<file path="src/hw/rtl/tmsc_pkg.sv">
// ----------------------------------------------------------------------------
// tmsc_pkg: shared types and constants for the tacho median speed controller
// Register indexes, field widths, reset values and the front-to-back command.
// ----------------------------------------------------------------------------
package tmsc_pkg;

  localparam int unsigned SPEED_W   = 20;
  localparam int unsigned GAIN_W    = 32;
  localparam int unsigned SETPT_W   = 20;
  localparam int unsigned KP_W      = 12;
  localparam int unsigned DRIVE_W   = 16;
  localparam int unsigned LIMIT_W   = 20;
  localparam int unsigned PERIOD_W  = 16;
  localparam int unsigned LEVEL_W   = 8;
  localparam int unsigned CFG_IDX_W = 3;
  localparam int unsigned CFG_DAT_W = 32;

  localparam logic [SPEED_W-1:0] SPEED_MAX = '1;
  localparam logic [DRIVE_W-1:0] DRIVE_RST = 16'd2560;

  localparam logic [CFG_IDX_W-1:0] REG_SPEED_GAIN     = 3'd0;
  localparam logic [CFG_IDX_W-1:0] REG_SPEED_SETPOINT = 3'd1;
  localparam logic [CFG_IDX_W-1:0] REG_PROP_GAIN      = 3'd2;
  localparam logic [CFG_IDX_W-1:0] REG_DRIVE_MAX      = 3'd3;
  localparam logic [CFG_IDX_W-1:0] REG_STALL_LIMIT    = 3'd4;
  localparam logic [CFG_IDX_W-1:0] REG_CONTROL_PERIOD = 3'd5;

  typedef struct packed {
    logic [GAIN_W-1:0]   speed_gain;
    logic [SETPT_W-1:0]  speed_setpoint;
    logic [KP_W-1:0]     prop_gain;
    logic [DRIVE_W-1:0]  drive_max;
    logic [LIMIT_W-1:0]  stall_limit;
    logic [PERIOD_W-1:0] control_period;
  } cfg_t;

  localparam cfg_t CFG_RST = '{
    speed_gain:     32'd25600000,
    speed_setpoint: 20'd2560,
    prop_gain:      12'd154,
    drive_max:      16'd20480,
    stall_limit:    20'd50000,
    control_period: 16'd10000
  };

  // classification of one item, handed from front to back
  typedef struct packed {
    logic is_edge;
    logic run_ctrl;
    logic stalled;
  } cmd_t;

  localparam int unsigned CMD_W = $bits(cmd_t);

endpackage

</file>
<file path="src/hw/rtl/tacho_median_speed_p_control.sv">
// ----------------------------------------------------------------------------
// tacho_median_speed_p_control: tachometer median speed meter with P control
// Per-tick front classifier, command queue, and a back end with a serial
// divider and proportional drive update.
// ----------------------------------------------------------------------------
//  channel  | handshake              | payload
//  ---------+------------------------+-------------------------------------
//  input    | push / full            | tach_level_i
//  result   | empty / pop            | speed_value_o, drive_level_o,
//           |                        | drive_updated_o, edge_seen_o
//  config   | cfg_valid_i/cfg_ready_o| cfg_index_i, cfg_data_i
//
//  Back end runs each item through idle, control and emit, plus an add state
//  for a controller update and a divide state for a rising edge's division.
//  The front takes an item every cycle until the command queue is full.
//  Reset is asynchronous and clears the window, counters and drive to their
//  start values; no clearing pass is needed. Config writes are always ready.
// ----------------------------------------------------------------------------
module tacho_median_speed_p_control #(
  parameter int unsigned WINDOW_LEN  = 5,
  parameter int unsigned COUNT_WIDTH = 20,
  parameter int unsigned QUEUE_DEPTH = 4
) (
  input  logic                            clk_i,
  input  logic                            rst_ni,
  input  logic                            push,
  output logic                            full,
  input  logic                            tach_level_i,
  input  logic                            pop,
  output logic                            empty,
  output logic [tmsc_pkg::SPEED_W-1:0]    speed_value_o,
  output logic [tmsc_pkg::LEVEL_W-1:0]    drive_level_o,
  output logic                            drive_updated_o,
  output logic                            edge_seen_o,
  input  logic                            cfg_valid_i,
  output logic                            cfg_ready_o,
  input  logic [tmsc_pkg::CFG_IDX_W-1:0]  cfg_index_i,
  input  logic [tmsc_pkg::CFG_DAT_W-1:0]  cfg_data_i
);

  localparam int unsigned QW = tmsc_pkg::CMD_W + COUNT_WIDTH;

  tmsc_pkg::cfg_t         cfg_q;
  logic                   in_acc;
  tmsc_pkg::cmd_t         f_cmd, b_cmd;
  logic [COUNT_WIDTH-1:0] f_med;
  logic [QW-1:0]          q_out;
  logic                   q_empty, q_pop;

  assign cfg_ready_o = 1'b1;
  assign in_acc      = push && !full;

  always_ff @(posedge clk_i or negedge rst_ni) begin
    if (!rst_ni) begin
      cfg_q <= tmsc_pkg::CFG_RST;
    end else if (cfg_valid_i && cfg_ready_o) begin
      case (cfg_index_i)
        tmsc_pkg::REG_SPEED_GAIN: begin
          cfg_q.speed_gain <= cfg_data_i[tmsc_pkg::GAIN_W-1:0];
        end
        tmsc_pkg::REG_SPEED_SETPOINT: begin
          cfg_q.speed_setpoint <= cfg_data_i[tmsc_pkg::SETPT_W-1:0];
        end
        tmsc_pkg::REG_PROP_GAIN: begin
          cfg_q.prop_gain <= cfg_data_i[tmsc_pkg::KP_W-1:0];
        end
        tmsc_pkg::REG_DRIVE_MAX: begin
          cfg_q.drive_max <= cfg_data_i[tmsc_pkg::DRIVE_W-1:0];
        end
        tmsc_pkg::REG_STALL_LIMIT: begin
          cfg_q.stall_limit <= cfg_data_i[tmsc_pkg::LIMIT_W-1:0];
        end
        tmsc_pkg::REG_CONTROL_PERIOD: begin
          cfg_q.control_period <= cfg_data_i[tmsc_pkg::PERIOD_W-1:0];
        end
        default: begin
        end
      endcase
    end
  end

  tmsc_front #(
    .WINDOW_LEN  (WINDOW_LEN),
    .COUNT_WIDTH (COUNT_WIDTH)
  ) u_front (
    .clk_i            (clk_i),
    .rst_ni           (rst_ni),
    .accept_i         (in_acc),
    .tach_level_i     (tach_level_i),
    .stall_limit_i    (cfg_q.stall_limit),
    .control_period_i (cfg_q.control_period),
    .cmd_o            (f_cmd),
    .median_o         (f_med)
  );

  tmsc_fifo #(
    .DEPTH (QUEUE_DEPTH),
    .WIDTH (QW)
  ) u_queue (
    .clk_i   (clk_i),
    .rst_ni  (rst_ni),
    .push_i  (in_acc),
    .data_i  ({f_cmd, f_med}),
    .full_o  (full),
    .pop_i   (q_pop),
    .data_o  (q_out),
    .empty_o (q_empty)
  );

  assign b_cmd = tmsc_pkg::cmd_t'(q_out[QW-1:COUNT_WIDTH]);

  tmsc_back #(
    .COUNT_WIDTH (COUNT_WIDTH)
  ) u_back (
    .clk_i           (clk_i),
    .rst_ni          (rst_ni),
    .cfg_i           (cfg_q),
    .cmd_valid_i     (!q_empty),
    .cmd_i           (b_cmd),
    .median_i        (q_out[COUNT_WIDTH-1:0]),
    .cmd_pop_o       (q_pop),
    .pop_i           (pop),
    .empty_o         (empty),
    .speed_value_o   (speed_value_o),
    .drive_level_o   (drive_level_o),
    .drive_updated_o (drive_updated_o),
    .edge_seen_o     (edge_seen_o)
  );

endmodule

</file>
<file path="src/hw/rtl/tmsc_fifo.sv">
// ----------------------------------------------------------------------------
// tmsc_fifo: small command queue
// Register-based FIFO between the front and back parts.
// ----------------------------------------------------------------------------
module tmsc_fifo #(
  parameter int unsigned DEPTH = 4,
  parameter int unsigned WIDTH = 8
) (
  input  logic             clk_i,
  input  logic             rst_ni,
  input  logic             push_i,
  input  logic [WIDTH-1:0] data_i,
  output logic             full_o,
  input  logic             pop_i,
  output logic [WIDTH-1:0] data_o,
  output logic             empty_o
);

  localparam int unsigned PTR_W = (DEPTH > 1) ? $clog2(DEPTH) : 1;
  localparam int unsigned CNT_W = $clog2(DEPTH + 1);

  logic [WIDTH-1:0] mem_q [DEPTH];
  logic [PTR_W-1:0] wr_ptr_q, rd_ptr_q;
  logic [CNT_W-1:0] count_q;
  logic             do_push, do_pop;

  assign full_o  = (count_q == CNT_W'(DEPTH));
  assign empty_o = (count_q == '0);
  assign do_push = push_i && !full_o;
  assign do_pop  = pop_i && !empty_o;
  assign data_o  = mem_q[rd_ptr_q];

  always_ff @(posedge clk_i) begin
    if (do_push) begin
      mem_q[wr_ptr_q] <= data_i;
    end
  end

  always_ff @(posedge clk_i or negedge rst_ni) begin
    if (!rst_ni) begin
      wr_ptr_q <= '0;
      rd_ptr_q <= '0;
      count_q  <= '0;
    end else begin
      if (do_push) begin
        wr_ptr_q <= (wr_ptr_q == PTR_W'(DEPTH - 1)) ? '0 : wr_ptr_q + PTR_W'(1);
      end
      if (do_pop) begin
        rd_ptr_q <= (rd_ptr_q == PTR_W'(DEPTH - 1)) ? '0 : rd_ptr_q + PTR_W'(1);
      end
      if (do_push && !do_pop) begin
        count_q <= count_q + CNT_W'(1);
      end else if (do_pop && !do_push) begin
        count_q <= count_q - CNT_W'(1);
      end
    end
  end

endmodule

</file>
<file path="src/hw/rtl/tmsc_div.sv">
// ----------------------------------------------------------------------------
// tmsc_div: iterative unsigned divider
// Restoring division, one quotient bit per cycle, 32-bit dividend.
// ----------------------------------------------------------------------------
module tmsc_div #(
  parameter int unsigned COUNT_WIDTH = 20
) (
  input  logic                        clk_i,
  input  logic                        rst_ni,
  input  logic                        start_i,
  input  logic [tmsc_pkg::GAIN_W-1:0] dividend_i,
  input  logic [COUNT_WIDTH-1:0]      divisor_i,
  output logic                        done_o,
  output logic [tmsc_pkg::GAIN_W-1:0] quotient_o
);

  localparam int unsigned QW    = tmsc_pkg::GAIN_W;
  localparam int unsigned STEP_W = $clog2(QW);

  logic                   busy_q, done_q;
  logic [STEP_W-1:0]      step_q;
  logic [COUNT_WIDTH:0]   rem_q;
  logic [QW-1:0]          quo_q;
  logic [COUNT_WIDTH-1:0] dsr_q;
  logic [COUNT_WIDTH:0]   rem_sh, rem_sub;
  logic                   fits;

  always_comb begin
    rem_sh  = {rem_q[COUNT_WIDTH-1:0], quo_q[QW-1]};
    rem_sub = rem_sh - {1'b0, dsr_q};
    fits    = (rem_sh >= {1'b0, dsr_q});
  end

  assign done_o     = done_q;
  assign quotient_o = quo_q;

  always_ff @(posedge clk_i or negedge rst_ni) begin
    if (!rst_ni) begin
      busy_q <= 1'b0;
      done_q <= 1'b0;
      step_q <= '0;
    end else begin
      done_q <= 1'b0;
      if (start_i) begin
        busy_q <= 1'b1;
        step_q <= '0;
      end else if (busy_q) begin
        step_q <= step_q + STEP_W'(1);
        if (step_q == STEP_W'(QW - 1)) begin
          busy_q <= 1'b0;
          done_q <= 1'b1;
        end
      end
    end
  end

  // dividend bits shift out of the top of quo_q as quotient bits shift in
  always_ff @(posedge clk_i) begin
    if (start_i) begin
      rem_q <= '0;
      quo_q <= dividend_i;
      dsr_q <= divisor_i;
    end else if (busy_q) begin
      rem_q <= fits ? rem_sub : rem_sh;
      quo_q <= {quo_q[QW-2:0], fits};
    end
  end

endmodule

</file>
<file path="src/hw/rtl/tmsc_front.sv">
// ----------------------------------------------------------------------------
// tmsc_front: tick classifier
// Edge detect, period count, median window and control timer; emits one
// command per item.
// ----------------------------------------------------------------------------
module tmsc_front #(
  parameter int unsigned WINDOW_LEN  = 5,
  parameter int unsigned COUNT_WIDTH = 20
) (
  input  logic                          clk_i,
  input  logic                          rst_ni,
  input  logic                          accept_i,
  input  logic                          tach_level_i,
  input  logic [tmsc_pkg::LIMIT_W-1:0]  stall_limit_i,
  input  logic [tmsc_pkg::PERIOD_W-1:0] control_period_i,
  output tmsc_pkg::cmd_t                cmd_o,
  output logic [COUNT_WIDTH-1:0]        median_o
);

  localparam int unsigned RANK_W = $clog2(WINDOW_LEN);
  localparam int unsigned MID    = WINDOW_LEN / 2;
  localparam int unsigned CMP_W  = 33;
  localparam int unsigned PW     = tmsc_pkg::PERIOD_W;

  logic                   last_q;
  logic [COUNT_WIDTH-1:0] tick_q, tick_d, tick_base;
  logic [COUNT_WIDTH-1:0] win_q [WINDOW_LEN];
  logic [COUNT_WIDTH-1:0] win_sh [WINDOW_LEN];
  logic [RANK_W-1:0]      rank [WINDOW_LEN];
  logic [COUNT_WIDTH-1:0] med;
  logic [PW-1:0]          timer_q, timer_d;
  logic [PW:0]            timer_inc;
  logic                   is_edge;

  assign is_edge = !last_q && tach_level_i;

  always_comb begin
    tick_base = is_edge ? '0 : tick_q;
    tick_d    = (&tick_base) ? tick_base : tick_base + COUNT_WIDTH'(1);
    timer_inc = {1'b0, timer_q} + (PW + 1)'(1);
    timer_d   = (timer_inc >= {1'b0, control_period_i}) ? '0 : timer_inc[PW-1:0];
  end

  // window after the shift; the median is picked by stable rank
  always_comb begin
    med = '0;
    for (int i = 0; i < WINDOW_LEN - 1; i++) begin
      win_sh[i] = win_q[i + 1];
    end
    win_sh[WINDOW_LEN - 1] = tick_q;
    for (int i = 0; i < WINDOW_LEN; i++) begin
      rank[i] = '0;
      for (int j = 0; j < WINDOW_LEN; j++) begin
        if ((win_sh[j] < win_sh[i]) || (j < i && win_sh[j] == win_sh[i])) begin
          rank[i] = rank[i] + RANK_W'(1);
        end
      end
      if (rank[i] == RANK_W'(MID)) begin
        med = med | win_sh[i];
      end
    end
  end

  assign median_o       = med;
  assign cmd_o.is_edge  = is_edge;
  assign cmd_o.run_ctrl = (timer_q == '0);
  assign cmd_o.stalled  = (CMP_W'(tick_d) > CMP_W'(stall_limit_i));

  always_ff @(posedge clk_i or negedge rst_ni) begin
    if (!rst_ni) begin
      last_q  <= 1'b1;
      tick_q  <= '0;
      timer_q <= '0;
      for (int i = 0; i < WINDOW_LEN; i++) begin
        win_q[i] <= '0;
      end
    end else if (accept_i) begin
      last_q  <= tach_level_i;
      tick_q  <= tick_d;
      timer_q <= timer_d;
      if (is_edge) begin
        for (int i = 0; i < WINDOW_LEN; i++) begin
          win_q[i] <= win_sh[i];
        end
      end
    end
  end

endmodule

</file>
<file path="src/hw/rtl/tmsc_back.sv">
// ----------------------------------------------------------------------------
// tmsc_back: speed and drive update
// Runs the speed division on rising edges with a nonzero median and the
// proportional step when due, and holds the result register.
// ----------------------------------------------------------------------------
module tmsc_back #(
  parameter int unsigned COUNT_WIDTH = 20
) (
  input  logic                          clk_i,
  input  logic                          rst_ni,
  input  tmsc_pkg::cfg_t                cfg_i,
  input  logic                          cmd_valid_i,
  input  tmsc_pkg::cmd_t                cmd_i,
  input  logic [COUNT_WIDTH-1:0]        median_i,
  output logic                          cmd_pop_o,
  input  logic                          pop_i,
  output logic                          empty_o,
  output logic [tmsc_pkg::SPEED_W-1:0]  speed_value_o,
  output logic [tmsc_pkg::LEVEL_W-1:0]  drive_level_o,
  output logic                          drive_updated_o,
  output logic                          edge_seen_o
);

  localparam int unsigned SW = tmsc_pkg::SPEED_W;
  localparam int unsigned DW = tmsc_pkg::DRIVE_W;
  localparam int unsigned QW = tmsc_pkg::GAIN_W;
  localparam int unsigned PRW = 34;

  typedef enum logic [2:0] {
    ST_IDLE,
    ST_DIV,
    ST_CTRL,
    ST_ADD,
    ST_EMIT
  } state_e;

  state_e          state_q;
  tmsc_pkg::cmd_t  cmd_q;
  logic [SW-1:0]   speed_q;
  logic [DW-1:0]   drive_q;
  logic signed [PRW-1:0] prod_q;
  logic            out_valid_q;

  logic            div_start, div_done;
  logic            emit;
  logic [QW-1:0]   quot;
  logic [SW-1:0]   quot_sat, spd_eff;
  logic signed [SW:0]      err;
  logic signed [tmsc_pkg::KP_W:0] kp_s;
  logic signed [PRW-1:0]   drv_s, drv_max_s, drv_sum;
  logic [DW-1:0]   drive_new;

  assign cmd_pop_o = (state_q == ST_IDLE) && cmd_valid_i;
  assign div_start = cmd_pop_o && cmd_i.is_edge && (median_i != '0);
  assign empty_o   = !out_valid_q;
  // result slot is free, or its item leaves at this edge
  assign emit      = (state_q == ST_EMIT) && (!out_valid_q || pop_i);

  tmsc_div #(
    .COUNT_WIDTH(COUNT_WIDTH)
  ) u_div (
    .clk_i      (clk_i),
    .rst_ni     (rst_ni),
    .start_i    (div_start),
    .dividend_i (cfg_i.speed_gain),
    .divisor_i  (median_i),
    .done_o     (div_done),
    .quotient_o (quot)
  );

  always_comb begin
    quot_sat  = (quot[QW-1:SW] != '0) ? tmsc_pkg::SPEED_MAX : quot[SW-1:0];
    spd_eff   = cmd_q.stalled ? '0 : speed_q;
    err       = $signed({1'b0, cfg_i.speed_setpoint}) - $signed({1'b0, spd_eff});
    kp_s      = $signed({1'b0, cfg_i.prop_gain});
    drv_s     = $signed(PRW'(drive_q));
    drv_max_s = $signed(PRW'(cfg_i.drive_max));
    // arithmetic shift floors, i.e. rounds toward minus infinity
    drv_sum   = drv_s + (prod_q >>> 8);
    if (drv_sum < 0) begin
      drive_new = '0;
    end else if (drv_sum > drv_max_s) begin
      drive_new = cfg_i.drive_max;
    end else begin
      drive_new = drv_sum[DW-1:0];
    end
  end

  always_ff @(posedge clk_i or negedge rst_ni) begin
    if (!rst_ni) begin
      state_q         <= ST_IDLE;
      cmd_q           <= '0;
      speed_q         <= '0;
      drive_q         <= tmsc_pkg::DRIVE_RST;
      prod_q          <= '0;
      out_valid_q     <= 1'b0;
      speed_value_o   <= '0;
      drive_level_o   <= '0;
      drive_updated_o <= 1'b0;
      edge_seen_o     <= 1'b0;
    end else begin
      if (emit) begin
        out_valid_q <= 1'b1;
      end else if (pop_i && out_valid_q) begin
        out_valid_q <= 1'b0;
      end
      case (state_q)
        ST_IDLE: begin
          if (cmd_valid_i) begin
            cmd_q <= cmd_i;
            if (div_start) begin
              state_q <= ST_DIV;
            end else begin
              if (cmd_i.is_edge) begin
                speed_q <= '0;
              end
              state_q <= ST_CTRL;
            end
          end
        end
        ST_DIV: begin
          if (div_done) begin
            speed_q <= quot_sat;
            state_q <= ST_CTRL;
          end
        end
        ST_CTRL: begin
          if (cmd_q.run_ctrl) begin
            speed_q <= spd_eff;
            prod_q  <= kp_s * err;
            state_q <= ST_ADD;
          end else begin
            state_q <= ST_EMIT;
          end
        end
        ST_ADD: begin
          drive_q <= drive_new;
          state_q <= ST_EMIT;
        end
        ST_EMIT: begin
          if (emit) begin
            speed_value_o   <= speed_q;
            drive_level_o   <= drive_q[DW-1:DW-tmsc_pkg::LEVEL_W];
            drive_updated_o <= cmd_q.run_ctrl;
            edge_seen_o     <= cmd_q.is_edge;
            state_q         <= ST_IDLE;
          end
        end
        default: begin
          state_q <= ST_IDLE;
        end
      endcase
    end
  end

endmodule

</file>
<file path="config.mk">
export PLATFORM = sky130hd
export DESIGN_NAME = tacho_median_speed_p_control
export DESIGN_NICKNAME = d
export VERILOG_FILES = /design/src/hw/rtl/tmsc_pkg.sv /design/src/hw/rtl/tacho_median_speed_p_control.sv /design/src/hw/rtl/tmsc_fifo.sv /design/src/hw/rtl/tmsc_div.sv /design/src/hw/rtl/tmsc_front.sv /design/src/hw/rtl/tmsc_back.sv
export SDC_FILE = /design/constraint.sdc
export NUM_CORES = 2
export LEC_CHECK = 0
export BUFFER_PORTS_ARGS = -buffer_cell sky130_fd_sc_hd__buf_2
export CORE_MARGIN = 2
export CORE_UTILIZATION = 60
export CTS_BUF_LIST = sky130_fd_sc_hd__clkbuf_4
export CTS_CLUSTER_DIAMETER = 80
export DETAILED_ROUTE_END_ITERATION = 8
export GPL_TIMING_DRIVEN = 0
export PLACE_DENSITY = 0.87
export SYNTH_ARGS = -nofsm -noshare
export SYNTH_HDL_FRONTEND = slang
export SYNTH_SLANG_ARGS = --single-unit
export TNS_END_PERCENT = 20
</file>
<file path="constraint.sdc">
create_clock -name clk_i -period 10 [get_ports clk_i]
set_input_delay 2.5 -clock clk_i [delete_from_list [all_inputs] [get_ports clk_i]]
set_output_delay 2.5 -clock clk_i [all_outputs]
set_load 0.005 [all_outputs]
</file>
Yosys cells after proc, flatten, opt, wreduce, memory -nomap -nowiden. Memory sizes are Yosys's and may differ from the RTL's. Cells that the tools add are included.

Bitwise logic cells: 5. $mul: 1. Reductions and logical operators: 51. Order comparisons: 30. Muxes and demuxes: 68. Add/subtract/negate cells: 30. Equal/unequal tests: 34.

Operators with widths (count): $lt A20 B20 Y1 (25); $mux W20 (15); $eq A20 B20 Y1 (10); $or A20 B20 Y20 (4); $mux W3 (26); $mux W32 (2); $pmux W20 S3 (1); $add A3 B1 Y3 const B (16); $mux W16 (3); $gt A34 B17 Y1 (1); $lt A34 B1 Y1 const B (1); $mul A13 B21 Y34 (1); $add A17 B26 Y27 (1); $eq A3 B2 Y1 const B (9); $ge A21 B20 Y1 (1); $sub A20 B20 Y21 (1); $add A20 B1 Y20 const B (1); $gt A20 B20 Y1 (1); $reduce_and A2 Y1 (10); $reduce_and A20 Y1 (1); $reduce_bool A20 Y1 (1); $sub A20 B20 Y20 (1); $add A16 B1 Y17 const B (1); $ge A17 B16 Y1 (1); 25 further kinds (85).

Output and inout port bits: 33. Memories kept: 1. Input port bits: 41. Memory bits (writable): 92. Flip-flop bits (word level): 426.

Memories: u_queue.mem_q (depth 4, width 23, rd ports 1, clocked after Yosys merged registers in 0, write ports 1, RTL line tmsc_fifo.sv:22) `logic [WIDTH-1:0] mem_q [DEPTH];`.

Longest topological paths before layout.
Depth after elaboration: 20. Gate-level depth with buffers: 34.

Cells and area by module. From an unflattened synthesis, not the netlist that was laid out.

Cell total of the unflattened synthesis: 3897. Area, all modules: 39452.8 µm².

Modules (own cells, without submodules): tmsc_back (cells an instance 1721, area each 15356.0 µm², instances 1); tmsc_front (cells an instance 1358, area each 11546.1 µm², instances 1); tacho_median_speed_p_control (cells an instance 253, area each 4440.5 µm², instances 1); tmsc_div (cells an instance 407, area each 4349.2 µm², instances 1); tmsc_fifo (cells an instance 158, area each 3761.1 µm², instances 1).

Worst setup path after synthesis. OpenSTA, ideal clock, no wires.

Kind: register -> register. Start point: register u_back.cmd_q[0] in the netlist's numbering. End point: register u_back.prod_q[33]. Data required time: 9876 ps. Setup slack: 2034 ps. Buffers on the path: 2. Arrival: 7842 ps. Cell stages (with the launch flop): 33. Cell sequence: dfrtp_1 clkbuf_1 nor2b_1 ha_1 fa_1 nor2b_1 o21a_1 o21a_1 o211ai_1 a21boi_0 o211ai_1 a211o_1 o311ai_0 clkbuf_1 nand2_1 fa_1 fa_1 inv_1 fa_1 fa_1 inv_1 fa_1 inv_1 ha_1 a2111oi_0 o21ai_0 o21a_1 a21oi_1 a21oi_1 o21ai_0 a311oi_1 o21a_1 o31a_1.

Cells in the longest elaborated chain, start to end: 3.

Ends and longest elaborated chain: start, declared (RTL line tmsc_back.sv:38) `tmsc_pkg::cmd_t cmd_q;`; start signal, assigned (RTL line tmsc_back.sv:110) `cmd_q <= cmd_i;`; $mux W20 (RTL line tmsc_back.sv:73) `spd_eff = cmd_q.stalled ? '0 : speed_q;`; $sub A20 B20 Y21 (RTL line tmsc_back.sv:74) `err = $signed({1'b0, cfg_i.speed_setpoint}) - $signed({1'b0, spd_eff});`; $mul A13 B21 Y34 (RTL line tmsc_back.sv:130) `prod_q <= kp_s * err;`; end signal, assigned (RTL line tmsc_back.sv:130); end, declared (RTL line tmsc_back.sv:41) `logic signed [PRW-1:0] prod_q;`.

Every way passes these cells. A chain may end at the register's enable or synchronous reset.

Worst setup path after layout.
Start point: register u_back.cmd_q[0] in the netlist's numbering. End point: register u_back.prod_q[26].

Same word-level chain as after synthesis.

==> summary.md <==
| Metric | Value |
|---|---|
| Final period utilization | `0.956` |
| Critical path class | `reg2reg` |
| Die height | `261 um` |
| Hpwl dp | `around 84,000 um` |
| Iter 0 DRT Violations | `3,103` |
| Via count | `31,900` |
| Top-count cell post-synth | `nand2_1` |
| Largest cells by area after synthesis | `dfrtp_1 20%, ha_1 13%, fa_1 12%, edfxtp_1 11%, nand2_1 4.9%` |
| DRC | `0` |
| MaxCap Viol Count | `0` |
| R2r setup slk | `440 ps` |
| Wire per inst | `about 21 um` |
| Nets | `4,891` |
| All-Layer GR Usage | `0.329` |
| Core Util, Final | `0.655` |
| Crit-path max cell delay | `540 ps` |
| Number of flops mapped to enable cells by yosys | `144` |
| Fillcell total | `~5,000` |
| Finished Layout Cells | `5,196` |
| First-pass GRT wire length | `174,000 um` |
| Yosys top cell area share | `0.201` |
| CTS tree | `built` |
| Total grt overflow | `0` |
| Die width | `261 um` |
| Die ar. | `0.0680 mm2` |
| Slew Limit Fails | `0` |
| Routed WL | `110,000 um` |
| Critical R2R Launch | `u_back.cmd_q[0]` |
| Syn Std Cell Area | `0.0396 mm2` |
| Worst-Margin Slew | `1430 ps` |
| Worst Reg-to-Reg Cells | `32` |
| RSZ-0062 raised after global routing | `no` |
| Post-CTS Setup Inserts | `0` |
| Final ANT Viol Nets | `0` |
| Initial Utilization | `0.604` |
| Worst hold stages | `2` |
| Cells after Synth | `roughly 4,000` |
| FF+latch count, synth | `510` |
| Clock skew | `between 90 and 100 ps` |
| Final min period | `9560 ps` |
| Synthesis-to-finish area growth | `8.37%` |
| Number of library cell types mapped by synthesis | `85` |
| Worst hold-check path type | `reg2reg` |
| Layout cell share with drive strength beyond 1 | `0.125` |
| Critical-path top delay cell | `fa_1` |
| Max Freq | `0.105 GHz` |
| Placed insts | `just under 5,000` |
| Ys Warns | `0` |
| Root Driver | `clkbuf_4` |
| Initial antenna violation count | `4` |
| Final setup viols | `0` |
| Worst Setup End Kind | `flop` |
| Sequential fraction of the synthesis area | `0.339` |
| Global placer's final weighted congestion | `1.01` |
| Synth top cells by count | `516 x nand2_1, 509 x inv_1, 408 x ha_1` |
| CP required | `10,800 ps` |
| Hold Startpoint | `u_front.last_q` |
| Inserted Clock Buffers | `between 100 and 150` |
| Post-synth top area cell | `dfrtp_1` |
| Crit Path Max Fanout | `10` |
| Critical path startpoint category | `flop` |
| Post-Syn Nets | `approximately 4,700` |
| Critical Path AT | `approximately 10,000 ps` |
| Row count | `94` |
| Reg-to-reg endpoint | `u_back.prod_q[26]` |
| Asr flop ratio synth | `0.678` |
| Min Hold Slack | `459 ps` |
| Port bufs | `71` |
| Core area | `0.0655 mm2` |
| # clock sinks | `510` |
| Worst skew pair latency | `1030 ps` |
| Outcome | `finished, final reports clean` |
| Clock-pin slew on the worst setup and hold paths | `roughly 70 ps` |
| CTS H-tree lvls | `4` |
| Syn avg cell area | `roughly 9.9 um2` |
| Relative slew slack | `0.0314` |
| Most used cell, CP | `fa_1` |
| Pre-antenna DRT Iters | `8` |
| Number of global-route vias before repair | `roughly 32,000` |
| Top Ports | `74` |
| Largest net degree at the start of global routing | `112` |
| Top_reg_cell synth | `dfrtp_1` |
| Vias per cell | `6.14` |
| WHS Endpoint | `u_front.last_q` |
| Clock Path Buffers | `3` |
| Hold Vio Cnt, Final | `0` |
## flip-flops by register name, summed over array words and instances, names as in the netlist, 5 cells and up
name and cells:
cfg_q 116, u_back.drive_level_o 8, u_back.drive_q 16, u_back.prod_q 26, u_back.speed_q 20, u_back.speed_value_o 20
u_back.u_div.dsr_q 20, u_back.u_div.quotient_o 32, u_back.u_div.rem_q 20, u_back.u_div.step_q 5, u_front.tick_q 20, u_front.timer_q 16
u_front.win_q 80, u_queue.mem_q 92
## logic make-up after synthesis
logic type               share of synthesized area
AO/OA/AOI/OAI                                0.124
XOR/XNOR                                    0.0232
adder cells (fa/ha/maj)                      0.246
buffers and inverters                       0.0644
flip-flops                                   0.339
multiplexers                                0.0628
other                                    0.0000948
AND/OR/NAND/NOR                              0.141
## through the flow
step | area (um2) | worst slack, ps | TNS (ps)
floorplan | 39600 | 2030 | 0
global placement | 41000 | -444 | -118280
detailed placement | 41100 | 529 | 0
CTS | 42900 | 503 | 0
global route | 42900 | 153 | 0
finish | 42900 | 439 | 0
## worst max path at each step
stage | from | endpoint | slack (ps) | cells after the start
floorplan | u_back.cmd_q[0] | u_back.prod_q[33] | 2030 | 32
global placement | rst_ni | u_front.win_q[77] | -440 | 1
detailed placement | u_back.cmd_q[0] | u_back.prod_q[33] | 530 | 32
CTS | u_back.cmd_q[0] | u_back.prod_q[33] | 500 | 32
global route | u_back.cmd_q[0] | u_back.prod_q[27] | 150 | 32
finish | u_back.cmd_q[0] | u_back.prod_q[26] | 440 | 32
## cell usage in the layout (no fill, tap or decap), types with 108 or more instances in the layout
master    Yosys  final
clkbuf_1    148    147
mux2_2      153    153
clkbuf_4      0    192
fa_1        231    231
o21ai_0     196    195
dfrtp_1     318    318
nand2_1     516    515
and2_1      110    110
ha_1        408    408
edfxtp_1    144    144
inv_1       509    509
nor2_1      108    108
a21oi_1     143    143
## layer usage
| layer | part of all wire | vias up | GRT usage | routed length [um] |
|---|---|---|---|---|
| met2 | 0.47 | 1600 | 0.537 | 51700 |
| met3 | 0.085 | 424 | 0.0704 | 9370 |
| met4 | 0.072 | 2 | 0.212 | 7840 |
| met5 | 0.00012 | - | 0 | 13 |
| li1 | - | 14300 | - | - |
| met1 | 0.37 | 15500 | 0.396 | 40700 |
## timing repair
action,CTS,global route
setup endpoints to repair,0,2
resized for setup,0,1
hold buffers,0,0
## worst max-delay path: cells and delay by family, from the launching register on
| family | cells | cell delay (ps) |
|---|---|---|
| AO/OA/AOI/OAI | 15 | 3340 |
| adder cells (fa/ha/maj) | 8 | 3610 |
| AND/OR/NAND/NOR | 4 | 910 |
| flip-flops | 1 | 420 |
| buffers and inverters | 5 | 1090 |
## layout make-up
type / instances / area [um2] / area share
Multi-Input combinational cell: 2815 / 23600 / 0.551
Sequential cell: 510 / 13400 / 0.313
Inverter: 511 / 1920 / 0.0447
Clock buffer: 192 / 1440 / 0.0336
Tap cell: 864 / 1080 / 0.0252
Buffer: 162 / 631 / 0.0147
Timing Repair Buffer: 74 / 448 / 0.0104
Clock inverter: 60 / 305 / 0.00712
Antenna cell: 8 / 20.0 / 0.000467
Power is left out: the tool's default activity adds up to more than one toggle a clock period on the data nets, which glitch-free logic cannot reach.
